File: src/rtl/hrls_pkg.sv
`timescale 1ns / 1ps

package hrls_pkg;

	localparam int COUNT_BITS_DEF = 32;
	localparam int TOTAL_W = 32;

	localparam logic [7:0] SPACE_BYTE = 8'h20;
	localparam logic [2:0] METHOD_UNKNOWN = 3'd4;
	localparam logic [2:0] URI_UNKNOWN = 3'd5;
	localparam int N_METHOD = 5;
	localparam int N_URI = 6;

	// strings are right-justified: the last character sits in bits [7:0]
	localparam logic [63:0] METHOD_STR [4] = '{"GET", "POST", "PUT", "DELETE"};
	localparam logic [3:0] METHOD_LEN [4] = '{4'd3, 4'd4, 4'd3, 4'd6};
	localparam logic [63:0] URI_STR [5] = '{"/", "/order", "/product", "/basket", "/help"};
	localparam logic [3:0] URI_LEN [5] = '{4'd1, 4'd6, 4'd8, 4'd7, 4'd5};

	typedef struct packed {
		logic [7:0] char_byte;
		logic       line_end;
	} chr_t;

	typedef struct packed {
		logic [2:0]  method_class;
		logic [2:0]  uri_class;
		logic [31:0] method_total;
		logic [31:0] uri_total;
	} stat_t;

	typedef struct packed {
		logic [2:0] method_class;
		logic [2:0] uri_class;
	} cls_t;

	// character at position p of a right-justified string of length len (p < len)
	function automatic logic [7:0] str_byte(logic [63:0] s, logic [3:0] len, logic [2:0] p);
		logic [2:0] k;
		k = 3'(len - 4'd1 - {1'b0, p});
		return s[{k, 3'b000} +: 8];
	endfunction

	function automatic logic [2:0] method_now(logic [3:0] hits, logic [3:0] pos);
		logic [2:0] r;
		r = METHOD_UNKNOWN;
		for (int i = 3; i >= 0; i--) begin
			if (hits[i] && METHOD_LEN[i] == pos)
				r = 3'(i);
		end
		return r;
	endfunction

	function automatic logic [4:0] uri_full(logic [4:0] hits, logic [3:0] pos);
		logic [4:0] r;
		r = '0;
		for (int i = 0; i < 5; i++)
			r[i] = hits[i] && (URI_LEN[i] == pos);
		return r;
	endfunction

	function automatic logic [2:0] uri_pick(logic [4:0] bits);
		logic [2:0] r;
		r = URI_UNKNOWN;
		for (int i = 4; i >= 0; i--) begin
			if (bits[i])
				r = 3'(i);
		end
		return r;
	endfunction

endpackage

File: src/rtl/hrls_bank.sv
`timescale 1ns / 1ps

module hrls_bank import hrls_pkg::*; #(
	parameter int DEPTH = N_METHOD,
	parameter int COUNT_BITS = COUNT_BITS_DEF
) (
	input  logic                     clk,
	input  logic                     arst_n,
	input  logic                     rd_en,
	input  logic [$clog2(DEPTH)-1:0] rd_addr,
	input  logic                     wr_en,
	output logic [COUNT_BITS-1:0]    nxt_count
);

	localparam int AW = $clog2(DEPTH);

	logic [COUNT_BITS-1:0] mem [DEPTH];
	logic [DEPTH-1:0]      vld_q;

	logic [COUNT_BITS-1:0] rd_s2;
	logic [AW-1:0]         addr_s2;
	logic                  vld_s2;
	logic                  fwd_s2;
	logic [COUNT_BITS-1:0] fwd_data_s2;
	logic [COUNT_BITS-1:0] cur;

	always_ff @(posedge clk) begin
		if (wr_en)
			mem[addr_s2] <= nxt_count;
		if (rd_en)
			rd_s2 <= mem[rd_addr];
	end

	// entries never written read as zero
	always_ff @(posedge clk or negedge arst_n) begin
		if (!arst_n) begin
			vld_q <= '0;
		end else if (wr_en) begin
			vld_q[addr_s2] <= 1'b1;
		end
	end

	// forward the value written in the same cycle as the read
	always_ff @(posedge clk) begin
		if (rd_en) begin
			addr_s2     <= rd_addr;
			vld_s2      <= vld_q[rd_addr];
			fwd_s2      <= wr_en && (addr_s2 == rd_addr);
			fwd_data_s2 <= nxt_count;
		end
	end

	always_comb begin
		if (fwd_s2)
			cur = fwd_data_s2;
		else if (vld_s2)
			cur = rd_s2;
		else
			cur = '0;
		nxt_count = (&cur) ? cur : cur + COUNT_BITS'(1);
	end

endmodule

File: src/rtl/hrls_parse.sv
`timescale 1ns / 1ps

module hrls_parse import hrls_pkg::*; (
	input  logic clk,
	input  logic arst_n,
	input  logic chr_valid,
	output logic chr_ready,
	input  chr_t chr,
	input  logic s2_free,
	output logic ev_valid,
	output cls_t ev
);

	logic       skip_q, skip_n;
	logic [1:0] tok_q, tok_n;
	logic [3:0] pos_q, pos_n;
	logic [3:0] mh_q, mh_n;
	logic [4:0] uh_q, uh_n;
	logic [2:0] held_q, held_n;
	logic       is_sp;
	logic       chr_go;
	cls_t       cls;

	assign is_sp = (chr.char_byte == SPACE_BYTE);
	assign chr_ready = !ev_valid || s2_free;
	assign chr_go = chr_valid && chr_ready;

	always_comb begin
		skip_n = skip_q;
		tok_n  = tok_q;
		pos_n  = pos_q;
		mh_n   = mh_q;
		uh_n   = uh_q;
		held_n = held_q;
		if (!(skip_q && is_sp)) begin
			skip_n = 1'b0;
			if (is_sp) begin
				// close the current token
				if (tok_q == 2'd0)
					held_n = method_now(mh_q, pos_q);
				else if (tok_q == 2'd1)
					uh_n = uri_full(uh_q, pos_q);
				if (tok_q != 2'd3)
					tok_n = tok_q + 2'd1;
				pos_n = '0;
				mh_n  = '1;
			end else begin
				if (tok_q == 2'd0) begin
					for (int i = 0; i < 4; i++) begin
						if (pos_q >= METHOD_LEN[i] ||
						    str_byte(METHOD_STR[i], METHOD_LEN[i], pos_q[2:0]) != chr.char_byte)
							mh_n[i] = 1'b0;
					end
				end else if (tok_q == 2'd1) begin
					for (int i = 0; i < 5; i++) begin
						if (pos_q >= URI_LEN[i] ||
						    str_byte(URI_STR[i], URI_LEN[i], pos_q[2:0]) != chr.char_byte)
							uh_n[i] = 1'b0;
					end
				end
				if (pos_q != 4'd15)
					pos_n = pos_q + 4'd1;
			end
		end
	end

	// classify on the state after this byte; a missing token is unknown
	always_comb begin
		case (tok_n)
			2'd0: begin
				cls.method_class = method_now(mh_n, pos_n);
				cls.uri_class    = URI_UNKNOWN;
			end
			2'd1: begin
				cls.method_class = held_n;
				cls.uri_class    = uri_pick(uri_full(uh_n, pos_n));
			end
			default: begin
				cls.method_class = held_n;
				cls.uri_class    = uri_pick(uh_n);
			end
		endcase
	end

	always_ff @(posedge clk or negedge arst_n) begin
		if (!arst_n) begin
			skip_q <= 1'b1;
			tok_q  <= '0;
			pos_q  <= '0;
			mh_q   <= '1;
			uh_q   <= '1;
			held_q <= METHOD_UNKNOWN;
		end else if (chr_go) begin
			if (chr.line_end) begin
				skip_q <= 1'b1;
				tok_q  <= '0;
				pos_q  <= '0;
				mh_q   <= '1;
				uh_q   <= '1;
				held_q <= METHOD_UNKNOWN;
			end else begin
				skip_q <= skip_n;
				tok_q  <= tok_n;
				pos_q  <= pos_n;
				mh_q   <= mh_n;
				uh_q   <= uh_n;
				held_q <= held_n;
			end
		end
	end

	always_ff @(posedge clk or negedge arst_n) begin
		if (!arst_n) begin
			ev_valid <= 1'b0;
		end else if (chr_go && chr.line_end) begin
			ev_valid <= 1'b1;
		end else if (s2_free) begin
			ev_valid <= 1'b0;
		end
	end

	always_ff @(posedge clk) begin
		if (chr_go && chr.line_end)
			ev <= cls;
	end

	assert property (@(posedge clk) disable iff (!arst_n)
		tok_q == 2'd0 |-> held_q == METHOD_UNKNOWN)
		else $error("held method set before the first token ended");

	assert property (@(posedge clk) disable iff (!arst_n)
		skip_q |-> (tok_q == 2'd0 && pos_q == 4'd0 && mh_q == 4'hF && uh_q == 5'h1F))
		else $error("token state moved while skipping leading spaces");

endmodule

File: src/rtl/hrls_count.sv
`timescale 1ns / 1ps

module hrls_count import hrls_pkg::*; #(
	parameter int COUNT_BITS = COUNT_BITS_DEF
) (
	input  logic  clk,
	input  logic  arst_n,
	input  logic  ev_valid,
	input  cls_t  ev,
	output logic  s2_free,
	output logic  stat_valid,
	input  logic  stat_ready,
	output stat_t stat
);

	localparam int EXT_W = (COUNT_BITS > TOTAL_W) ? COUNT_BITS : TOTAL_W;
	localparam int MAW = $clog2(N_METHOD);
	localparam int UAW = $clog2(N_URI);

	logic                  s2_v_q;
	cls_t                  cls_s2;
	logic                  out_free;
	logic                  s2_go;
	logic                  ld_s2;
	logic [COUNT_BITS-1:0] m_nxt;
	logic [COUNT_BITS-1:0] u_nxt;
	logic [EXT_W-1:0]      m_ext;
	logic [EXT_W-1:0]      u_ext;

	assign out_free = !stat_valid || stat_ready;
	assign s2_go    = s2_v_q && out_free;
	assign s2_free  = !s2_v_q || out_free;
	assign ld_s2    = ev_valid && s2_free;

	hrls_bank #(
		.DEPTH      (N_METHOD),
		.COUNT_BITS (COUNT_BITS)
	) u_method (
		.clk       (clk),
		.arst_n    (arst_n),
		.rd_en     (ld_s2),
		.rd_addr   (MAW'(ev.method_class)),
		.wr_en     (s2_go),
		.nxt_count (m_nxt)
	);

	hrls_bank #(
		.DEPTH      (N_URI),
		.COUNT_BITS (COUNT_BITS)
	) u_uri (
		.clk       (clk),
		.arst_n    (arst_n),
		.rd_en     (ld_s2),
		.rd_addr   (UAW'(ev.uri_class)),
		.wr_en     (s2_go),
		.nxt_count (u_nxt)
	);

	assign m_ext = EXT_W'(m_nxt);
	assign u_ext = EXT_W'(u_nxt);

	always_ff @(posedge clk or negedge arst_n) begin
		if (!arst_n) begin
			s2_v_q <= 1'b0;
		end else if (ld_s2) begin
			s2_v_q <= 1'b1;
		end else if (s2_go) begin
			s2_v_q <= 1'b0;
		end
	end

	always_ff @(posedge clk) begin
		if (ld_s2)
			cls_s2 <= ev;
	end

	// output register: hold the request until it is taken
	always_ff @(posedge clk or negedge arst_n) begin
		if (!arst_n) begin
			stat_valid <= 1'b0;
		end else if (s2_go) begin
			stat_valid <= 1'b1;
		end else if (stat_ready) begin
			stat_valid <= 1'b0;
		end
	end

	always_ff @(posedge clk) begin
		if (s2_go) begin
			stat.method_class <= cls_s2.method_class;
			stat.uri_class    <= cls_s2.uri_class;
			stat.method_total <= m_ext[TOTAL_W-1:0];
			stat.uri_total    <= u_ext[TOTAL_W-1:0];
		end
	end

	assert property (@(posedge clk) disable iff (!arst_n)
		s2_v_q |-> (m_nxt != '0 && u_nxt != '0))
		else $error("bumped count is zero");

	assert property (@(posedge clk) disable iff (!arst_n)
		s2_v_q && !s2_go |=> s2_v_q && $stable(cls_s2))
		else $error("stalled count stage lost its line");

endmodule

File: src/rtl/http_request_line_stats_core.sv
`timescale 1ns / 1ps
// Request line statistics core.
// Input channel chr (chr_valid/chr_ready): one byte of an HTTP request line per
// request, with line_end set on the last byte of the line. Bytes are taken at
// one per cycle; chr_ready drops only when the count stage and the output
// register are both full and the receiver is stalling.
// Output channel stat (stat_valid/stat_ready): one request per line carrying the
// method and uri classes and the new saturating count of each class (low 32 bits).
// The result passes through the parse register, the counter memory read and the
// counter write-back into the output register. A new line may follow in the very
// next cycle; one result per cycle is sustained while the receiver does not stall,
// as each counter memory entry is read and then written back, with same-entry
// writes forwarded to the following read.
// Reset: arst_n clears the line parser, empties the pipeline and marks every
// counter as zero at once; no clearing pass is needed.
// Receiver stall: the result holds in the output register, the count stage and
// the parse register each hold one more line, then chr_ready goes low.

module http_request_line_stats_core import hrls_pkg::*; #(
	parameter int COUNT_BITS = COUNT_BITS_DEF
) (
	input  logic  clk,
	input  logic  arst_n,
	input  logic  chr_valid,
	output logic  chr_ready,
	input  chr_t  chr,
	output logic  stat_valid,
	input  logic  stat_ready,
	output stat_t stat
);

	logic ev_valid;
	cls_t ev;
	logic s2_free;

	hrls_parse u_parse (
		.clk       (clk),
		.arst_n    (arst_n),
		.chr_valid (chr_valid),
		.chr_ready (chr_ready),
		.chr       (chr),
		.s2_free   (s2_free),
		.ev_valid  (ev_valid),
		.ev        (ev)
	);

	hrls_count #(
		.COUNT_BITS (COUNT_BITS)
	) u_count (
		.clk        (clk),
		.arst_n     (arst_n),
		.ev_valid   (ev_valid),
		.ev         (ev),
		.s2_free    (s2_free),
		.stat_valid (stat_valid),
		.stat_ready (stat_ready),
		.stat       (stat)
	);

endmodule
File: config.mk
export PLATFORM = sky130hd
export DESIGN_NAME = http_request_line_stats_core
export DESIGN_NICKNAME = d
export VERILOG_FILES = /design/src/rtl/hrls_pkg.sv /design/src/rtl/hrls_bank.sv /design/src/rtl/hrls_parse.sv /design/src/rtl/hrls_count.sv /design/src/rtl/http_request_line_stats_core.sv
export SDC_FILE = /design/constraint.sdc
export NUM_CORES = 1
export LEC_CHECK = 0
export ABC_AREA = 1
export BUFFER_PORTS_ARGS = -buffer_cell sky130_fd_sc_hd__buf_2
export CORE_MARGIN = 8
export CORE_UTILIZATION = 60
export CTS_BUF_LIST = sky130_fd_sc_hd__clkbuf_16
export DETAILED_ROUTE_END_ITERATION = 8
export GPL_TIMING_DRIVEN = 0
export PLACE_DENSITY_LB_ADDON = 0.1
export SLEW_MARGIN = 30
export SYNTH_ARGS = -nofsm -noshare
export SYNTH_HDL_FRONTEND = slang
export SYNTH_SLANG_ARGS = --single-unit
File: constraint.sdc
create_clock -name clk -period 5.95 [get_ports clk]
set_input_delay 0.2975 -clock clk [delete_from_list [all_inputs] [get_ports clk]]
set_output_delay 0.2975 -clock clk [all_outputs]
set_load 0.02 [all_outputs]
==> results of run 1 <==
-- logic make-up after synthesis --
logic type / count (synthesis) / share of synthesized area [%]
flip-flops: 599 / 68.6
AO/OA/AOI/OAI: 345 / 8.34
buffers and inverters: 210 / 3.49
adder cells (fa/ha/maj): 13 / 0.626
multiplexers: 1 / 0.0578
XOR/XNOR: 40 / 1.35
AND/OR/NAND/NOR: 1078 / 17.5
-- worst max-delay path, stage by stage, from the launching register on --
cell and delay [ns]:
dfrtp_1 0.44, clkbuf_2 0.27, inv_1 0.08, buf_2 0.23
ha_1 0.50, clkinv_1 0.40, nand2_1 0.15, nand2_1 0.15
nand2_1 0.13, nand2_1 0.06, nand2_1 0.05, nand2_1 0.06
nor2_1 0.10, nand3_1 0.17, a21boi_1 0.24, nand2_1 0.09
nand2_1 0.06, nand2_1 0.05, nand2_1 0.06, nand2_1 0.05
-- area by class of cell --
cell class,count,area (sq um)
Tap cell,585,732
Fill cell,3120,13400
Buffer,101,497
Multi-Input combinational cell,1477,7320
Inverter,109,422
Clock inverter,44,388
Clock buffer,58,1450
Timing Repair Buffer,109,798
Sequential cell,599,17800
-- flip-flops by register name, summed over array words and instances, names as in the netlist, 2 cells and up --
signal and count:
u_parse.tok_q 2, u_parse.ev 6, u_count.u_method.rd_s2 32, u_parse.pos_q 4, u_count.u_method.vld_q 5, u_count.u_method.fwd_data_s2 32, u_count.u_method.mem 160, u_count.u_uri.vld_q 6
u_count.u_method.addr_s2 3, u_parse.mh_q 4, u_count.u_uri.mem 192, u_parse.held_q 3, u_count.u_uri.rd_s2 32, u_count.stat 70, u_count.cls_s2 3, u_count.u_uri.fwd_data_s2 32
u_parse.uh_q 5
-- cell usage in the layout, fill, tap and decap left out, types with 14 or more instances in the layout --
cell type / n
clkinv_1: 16
or2_2: 14
xor2_1: 33
buf_4: 18
a22o_1: 19
clkbuf_1: 68
inv_1: 108
edfxtp_1: 566
clkbuf_16: 58
dfrtp_1: 22
nand3_1: 93
a21oi_1: 50
a31oi_1: 33
o21ai_0: 137
nand2_1: 539
buf_2: 97
o22ai_1: 39
nand4_1: 27
a32o_1: 32
nor3_1: 15
nor2_1: 315
-- report_power, final --
| group | switching (uW) | total, uW | internal [uW] |
|---|---|---|---|
| sequential | 98.0 | 5190 | 5090 |
| clock | 1550 | 3570 | 2030 |
| combinational | 1070 | 1470 | 394 |
-- repair_timing --
action | CTS | global route
hold endpoints to repair | 24 | 0
hold buffers | 2 | 0
endpoints found under the setup margin | 0 | 0
-- worst max path at each step --
stage                            start                   endpoint
finish                u_parse.pos_q[0]              u_parse.ev[0]
global route          u_parse.pos_q[0]              u_parse.ev[0]
CTS                   u_parse.pos_q[0]              u_parse.ev[0]
detailed placement    u_parse.pos_q[0]              u_parse.ev[0]
global placement            stat_ready  u_count.u_method.vld_q[0]
floorplan           u_count.stat_valid    u_count.u_uri.mem[5][0]
-- per-stage QoR --
stage	hold slack (ns)	util [%]	worst slack (ns)	cells	total power, uW
after CTS	0.0736	68.6	2.38	3082	10300
after floorplan	0.00191	-	0.902	2286	6230
after global routing	0.122	68.6	2.16	3082	10600
after global placement	0.413	63.3	-2.09	2953	6690
after detailed placement	0.422	64.3	2.44	2978	6730
final	0.0981	68.6	2.35	3082	10200
-- layer usage --
layer	part of all wire, %	track usage, %	wire [um]
met1	42	33.8	27700
met2	50	45.2	33200
met3	5.4	3.47	3560
met4	2.8	9.22	1870
met5	0	0	0
==> results.toml, run 1 <==
[cts]
clkSinkCount = 599
numCtsBuffers = 57
clk_latency_ns = 0.62
htreeDepth = 2
cts_root_buf = "clkbuf_16"
clockBufferDepth = 3
cts_resized = 0
clk_transition_reported_paths_ns = 0.06
cts_tree = "yes"
cts_setup_buffers = 0

[final_layout]
drive_gt1_share_pct = 12.5
nets = 2480
diodes = 0
area_delta_synth_final_pct = 13.3
fin_area_sq_mm = 0.0294

[sta]
fmax_mhz = 278
slew-limit-headroom_pct = 43.5
rsz0062_at_grt = "no"
slew_violations = 0
setup_viol = 0
fin_crit_sh_pct = 60.5
worst_pin_slew_ns = 0.847
period_minus_slack_ns = 3.60
hold_viol = 0
timing.setup.tns_ns = 0
clock_skew_ns = 0.0255

[yosys]
synth_area_per_cell_sq_um = 11.4
ys_types = 51
synthArstFlopShare_pct = 5.51
ys_top_cells_by_count = "edfxtp_1 (566), nand2_1 (539), nor2_1 (322), o21ai_0 (137), inv_1 (101)"
syn_nets = 2312
yosysMostFrequentCell = "edfxtp_1"
ys_seq_elements = 599
synth-edff-count = 566
yosys.area.top_type = "edfxtp_1"
synth_top_cell_area_share_pct = 65.4
seq_area_frac_synth_pct = 68.6
syn_area_sq_mm = 0.0260
synth_warnings = 0
syn_inst = 2286
yosys-top-cells-area = "edfxtp_1 (65%), nand2_1 (7.8%), nor2_1 (4.7%), o21ai_0 (2.6%), dfrtp_1 (2.1%)"
synthFlopType = "edfxtp_1"

[global_routing]
grt_max_degree = 71
antenna_found_initial = 0
grt_overflow = 0
grt_pass1_wl_mm = 102
grt_pass1_vias = 17900
grt_util_all_layers_pct = 26.2

[power]
power_density_mw_per_mm2 = 347
power.leakage_uw = 0.0108
peakVddDrop_mv = 0.331

[route]
initialDrtViolationCount = 1527
vias = 18000
vias_per_cell = 5.84
antenna_left = 0
routedWlPerCell_um = 21.5
drc = 0
dr.pass1.iters = 6
wl_mm = 66.4

[worst_setup_path]
r2r_cells = 19
path_class = "reg2reg"
r2r_setup_slack_ns = 2.35
cp-start-kind = "flop"
rr_endpoint = "u_parse.ev[0]"
crit_fanout = 13
crit_path_end_kind = "flop"
worstPathArrival_ns = 3.96
rr_startpoint = "u_parse.pos_q[0]"
worst-endpoint-required_ns = 6.31

[die]
dieWidth_um = 224
fp.dieH_um = 224
rows = 76
io_pins = 85
start_util_pct = 60.6
coreArea_sq_mm = 0.0429
die_area_sq_mm = 0.0502

[placement]
placed_area_sq_mm = 0.0276
dp_hpwl_mm = 46.6
gp_congestion = 0.954
io_buffers = 82

[min_path]
whs_endpoint = "u_parse.mh_q[0]"
hold_class = "in2reg"
hold_depth = 3
worstHoldStart = "chr[0]"

[flow_run]
max-cap-violations = 0

[outcome]
status = "finished, final reports clean"
(Power assumes the default switching activity.)
==> inputs of run 2 (changes only) <==
--- a/config.mk
+++ b/config.mk
@@ -8,7 +8,7 @@
 export ABC_AREA = 1
 export BUFFER_PORTS_ARGS = -buffer_cell sky130_fd_sc_hd__buf_2
 export CORE_MARGIN = 8
-export CORE_UTILIZATION = 60
+export CORE_UTILIZATION = 56
 export CTS_BUF_LIST = sky130_fd_sc_hd__clkbuf_16
 export DETAILED_ROUTE_END_ITERATION = 8
 export GPL_TIMING_DRIVEN = 0
==> constraint.sdc (replaced) <==
create_clock -name clk -period 3.1 [get_ports clk]
set_input_delay 0.155 -clock clk [delete_from_list [all_inputs] [get_ports clk]]
set_output_delay 0.155 -clock clk [all_outputs]
set_load 0.02 [all_outputs]
==> run 2 against run 1 <==
Clock power increased by 94%. First-iteration DRC count increased by 19%. Utilization decreased by 4.1 points. Register-to-register slack got worse by 2.2 ns. Sequential cell count unchanged. Sequential power increased by 92%. Non-clock buffer count increased by 4. Worst hold slack got worse by 0.049 ns. Critical path depth decreased by 7. Worst setup slack got worse by 2.2 ns. Fmax increased by 20%. Largest cell class unchanged. Largest power group unchanged.
==> results.toml, run 2 (synthesis gave the netlist of run 1 again) <==
[route]
vias_per_cell = 5.81
antenna_left = 0
initialDrtViolationCount = 1818
drc = 0
vias = 18100
wl_mm = 66.6
dr.pass1.iters = 5
routedWlPerCell_um = 21.4

[cts]
cts_root_buf = "clkbuf_16"
clk_transition_reported_paths_ns = 0.07
numCtsBuffers = 57
clockBufferDepth = 3
cts_tree = "yes"
clk_latency_ns = 0.62
clkSinkCount = 599
htreeDepth = 2

[global_routing]
grt.met3_usage_pct = 3.81
grt_pass1_wl_mm = 103
antenna_found_initial = 0
use_met1_pct = 37.9
grt_util_all_layers_pct = 24.6
grt_max_degree = 34
use_met2_pct = 36.7
grt_pass1_vias = 17800
grt_overflow = 0
busiest_layer = "met1"

[die]
start_util_pct = 56.3
die_area_sq_mm = 0.0536
dieWidth_um = 231
rows = 79
fp.dieH_um = 231
coreArea_sq_mm = 0.0462
io_pins = 85

[sta]
worst_pin_slew_ns = 0.922
slew-limit-headroom_pct = 38.6
fin_crit_sh_pct = 96.7
setup_viol = 0
clock_skew_ns = 0.0174
period_minus_slack_ns = 3.00
hold_viol = 0
slew_violations = 0
rsz0062_at_grt = "yes"
fmax_mhz = 334

[flow_run]
max-cap-violations = 0

[final_layout]
final_cell_mix = "edfxtp_1 (566), nand2_1 (536), nor2_1 (314)"
diodes = 0
largest_reg_flops = 192
nets = 2484
reg.largest.list = "u_count.u_uri.mem (192), u_count.u_method.mem (160), u_count.stat (70)"
seq_area_sq_mm = 0.0178
multiInputGateArea_sq_mm = 0.00742
regMostFlops = "u_count.u_uri.mem"
fin_util_pct = 64.5
fillCellCount = 3592
area_delta_synth_final_pct = 14.6
fin_area_sq_mm = 0.0298
final_common_cell = "edfxtp_1"
drive_gt1_share_pct = 13.6
instances_no_fill = 3112

[power]
peakVddDrop_mv = 0.504
power_density_mw_per_mm2 = 666
power.leakage_uw = 0.0109

[placement]
dp_hpwl_mm = 47.5
placed_area_sq_mm = 0.0278
io_buffers = 82
gp_congestion = 0.936
dp_cells = 3000

[outcome]
status = "finished, final reports clean"

[worst_setup_path]
slowest_stage = "edfxtp_1"
cp-start-kind = "flop"
cp_slowest_stage_delay_ns = 0.38
crit_fanout = 10
path_class = "reg2reg"
worstPathArrival_ns = 3.25
crit_path_cell_trace = "buf_6 > buf_2 > a22oi_1 > inv_1 > ha_1 > nand3_2 > inv_1 > nand2_1 > nor2_2 > nand2_2 > buf_6 > nand3_1"
crit_path_end_kind = "flop"
worst-endpoint-required_ns = 3.36
r2r_cells = 12

[min_path]
hold_class = "in2reg"
hold_depth = 6
run 2: changes by cell type in the layout (fill, tap and decap cells not counted), moves of 3 or more:
cell,change
buf_12,+7
buf_4,-12
buf_6,+8
dfrtp_1,-3
dfrtp_2,+3
nand2_1,-3
nand2_2,+3
nand3_1,-8
nand3_2,+8
nor3_2,-4
nor3_4,+4
run 2: what timing repair did:
item	CTS	global route
setup buffers	1	2
hold endpoints to repair	26	0
endpoints found under the setup margin	272	56
pin swaps	1	0
gates resized for setup	9	20
hold buffers	3	0
run 2: power breakdown:
| part | switching (uW) | leakage [uW] | total [uW] | internal, uW |
|---|---|---|---|---|
| registers | 201 | 0.00559 | 9970 | 9770 |
| clock network | 2980 | 0.000948 | 6920 | 3940 |
| logic | 2100 | 0.00440 | 2940 | 842 |
| total | 5280 | 0.0109 | 19800 | 14500 |
run 2: stage by stage:
step	TNS (ns)	setup slack [ns]	total power, uW	hold WS (ns)
6_report	0	0.103	19800	0.0487
4_1_cts	-0.0809	-0.0809	19900	0.0205
2_1_floorplan	0	0.0338	11900	-0.141
3_5_place_dp	-40.75	-0.528	13000	0.275
3_3_place_gp	-479.49	-1.21	12800	0.259
5_1_grt	-0.422	-0.0473	20500	0.0786
run 2: worst paths after layout:
| path | from | endpoint | slack (ns) |
|---|---|---|---|
| max | u_count.u_uri.fwd_s2 | u_count.u_uri.mem[4][9] | 0.10 |
| min | chr[4] | u_parse.skip_q | 0.05 |
| max reg2reg | u_count.u_uri.fwd_s2 | u_count.u_uri.mem[4][9] | 0.10 |
| min reg2reg | u_parse.ev[1] | u_count.cls_s2[1] | 0.46 |
| max in group asynchronous | arst_n | u_parse.pos_q[0] | 2.37 |
| min in group asynchronous | arst_n | u_parse.pos_q[2] | 0.17 |
run 2: area by class of cell:
class                      count  area share [%]
inverter                     109            1.42
clock buffer                  57            4.79
multi-input combinational   1477            24.9
buffer                       101            1.71
tap                          607            2.55
sequential                   599            59.9
timing repair buffer         113            3.26
clock inverter                49            1.47
run 2: critical path: cells and delay by family, from the launching register on:
kind,cells,cell delay (ns)
DFF,1,0.38
and+or+nand+nor,5,0.94
buffers and inverters,5,0.77
AOI/OAI and AO/OA,1,0.31
adders and majority gates,1,0.23
run 2: per-layer routing:
| layer | up-vias | routed length, um |
|---|---|---|
| met5 | - | 0 |
| met4 | 0 | 1080 |
| met3 | 83 | 4690 |
| met2 | 646 | 29200 |
| met1 | 8940 | 31600 |
| li1 | 8419 | - |
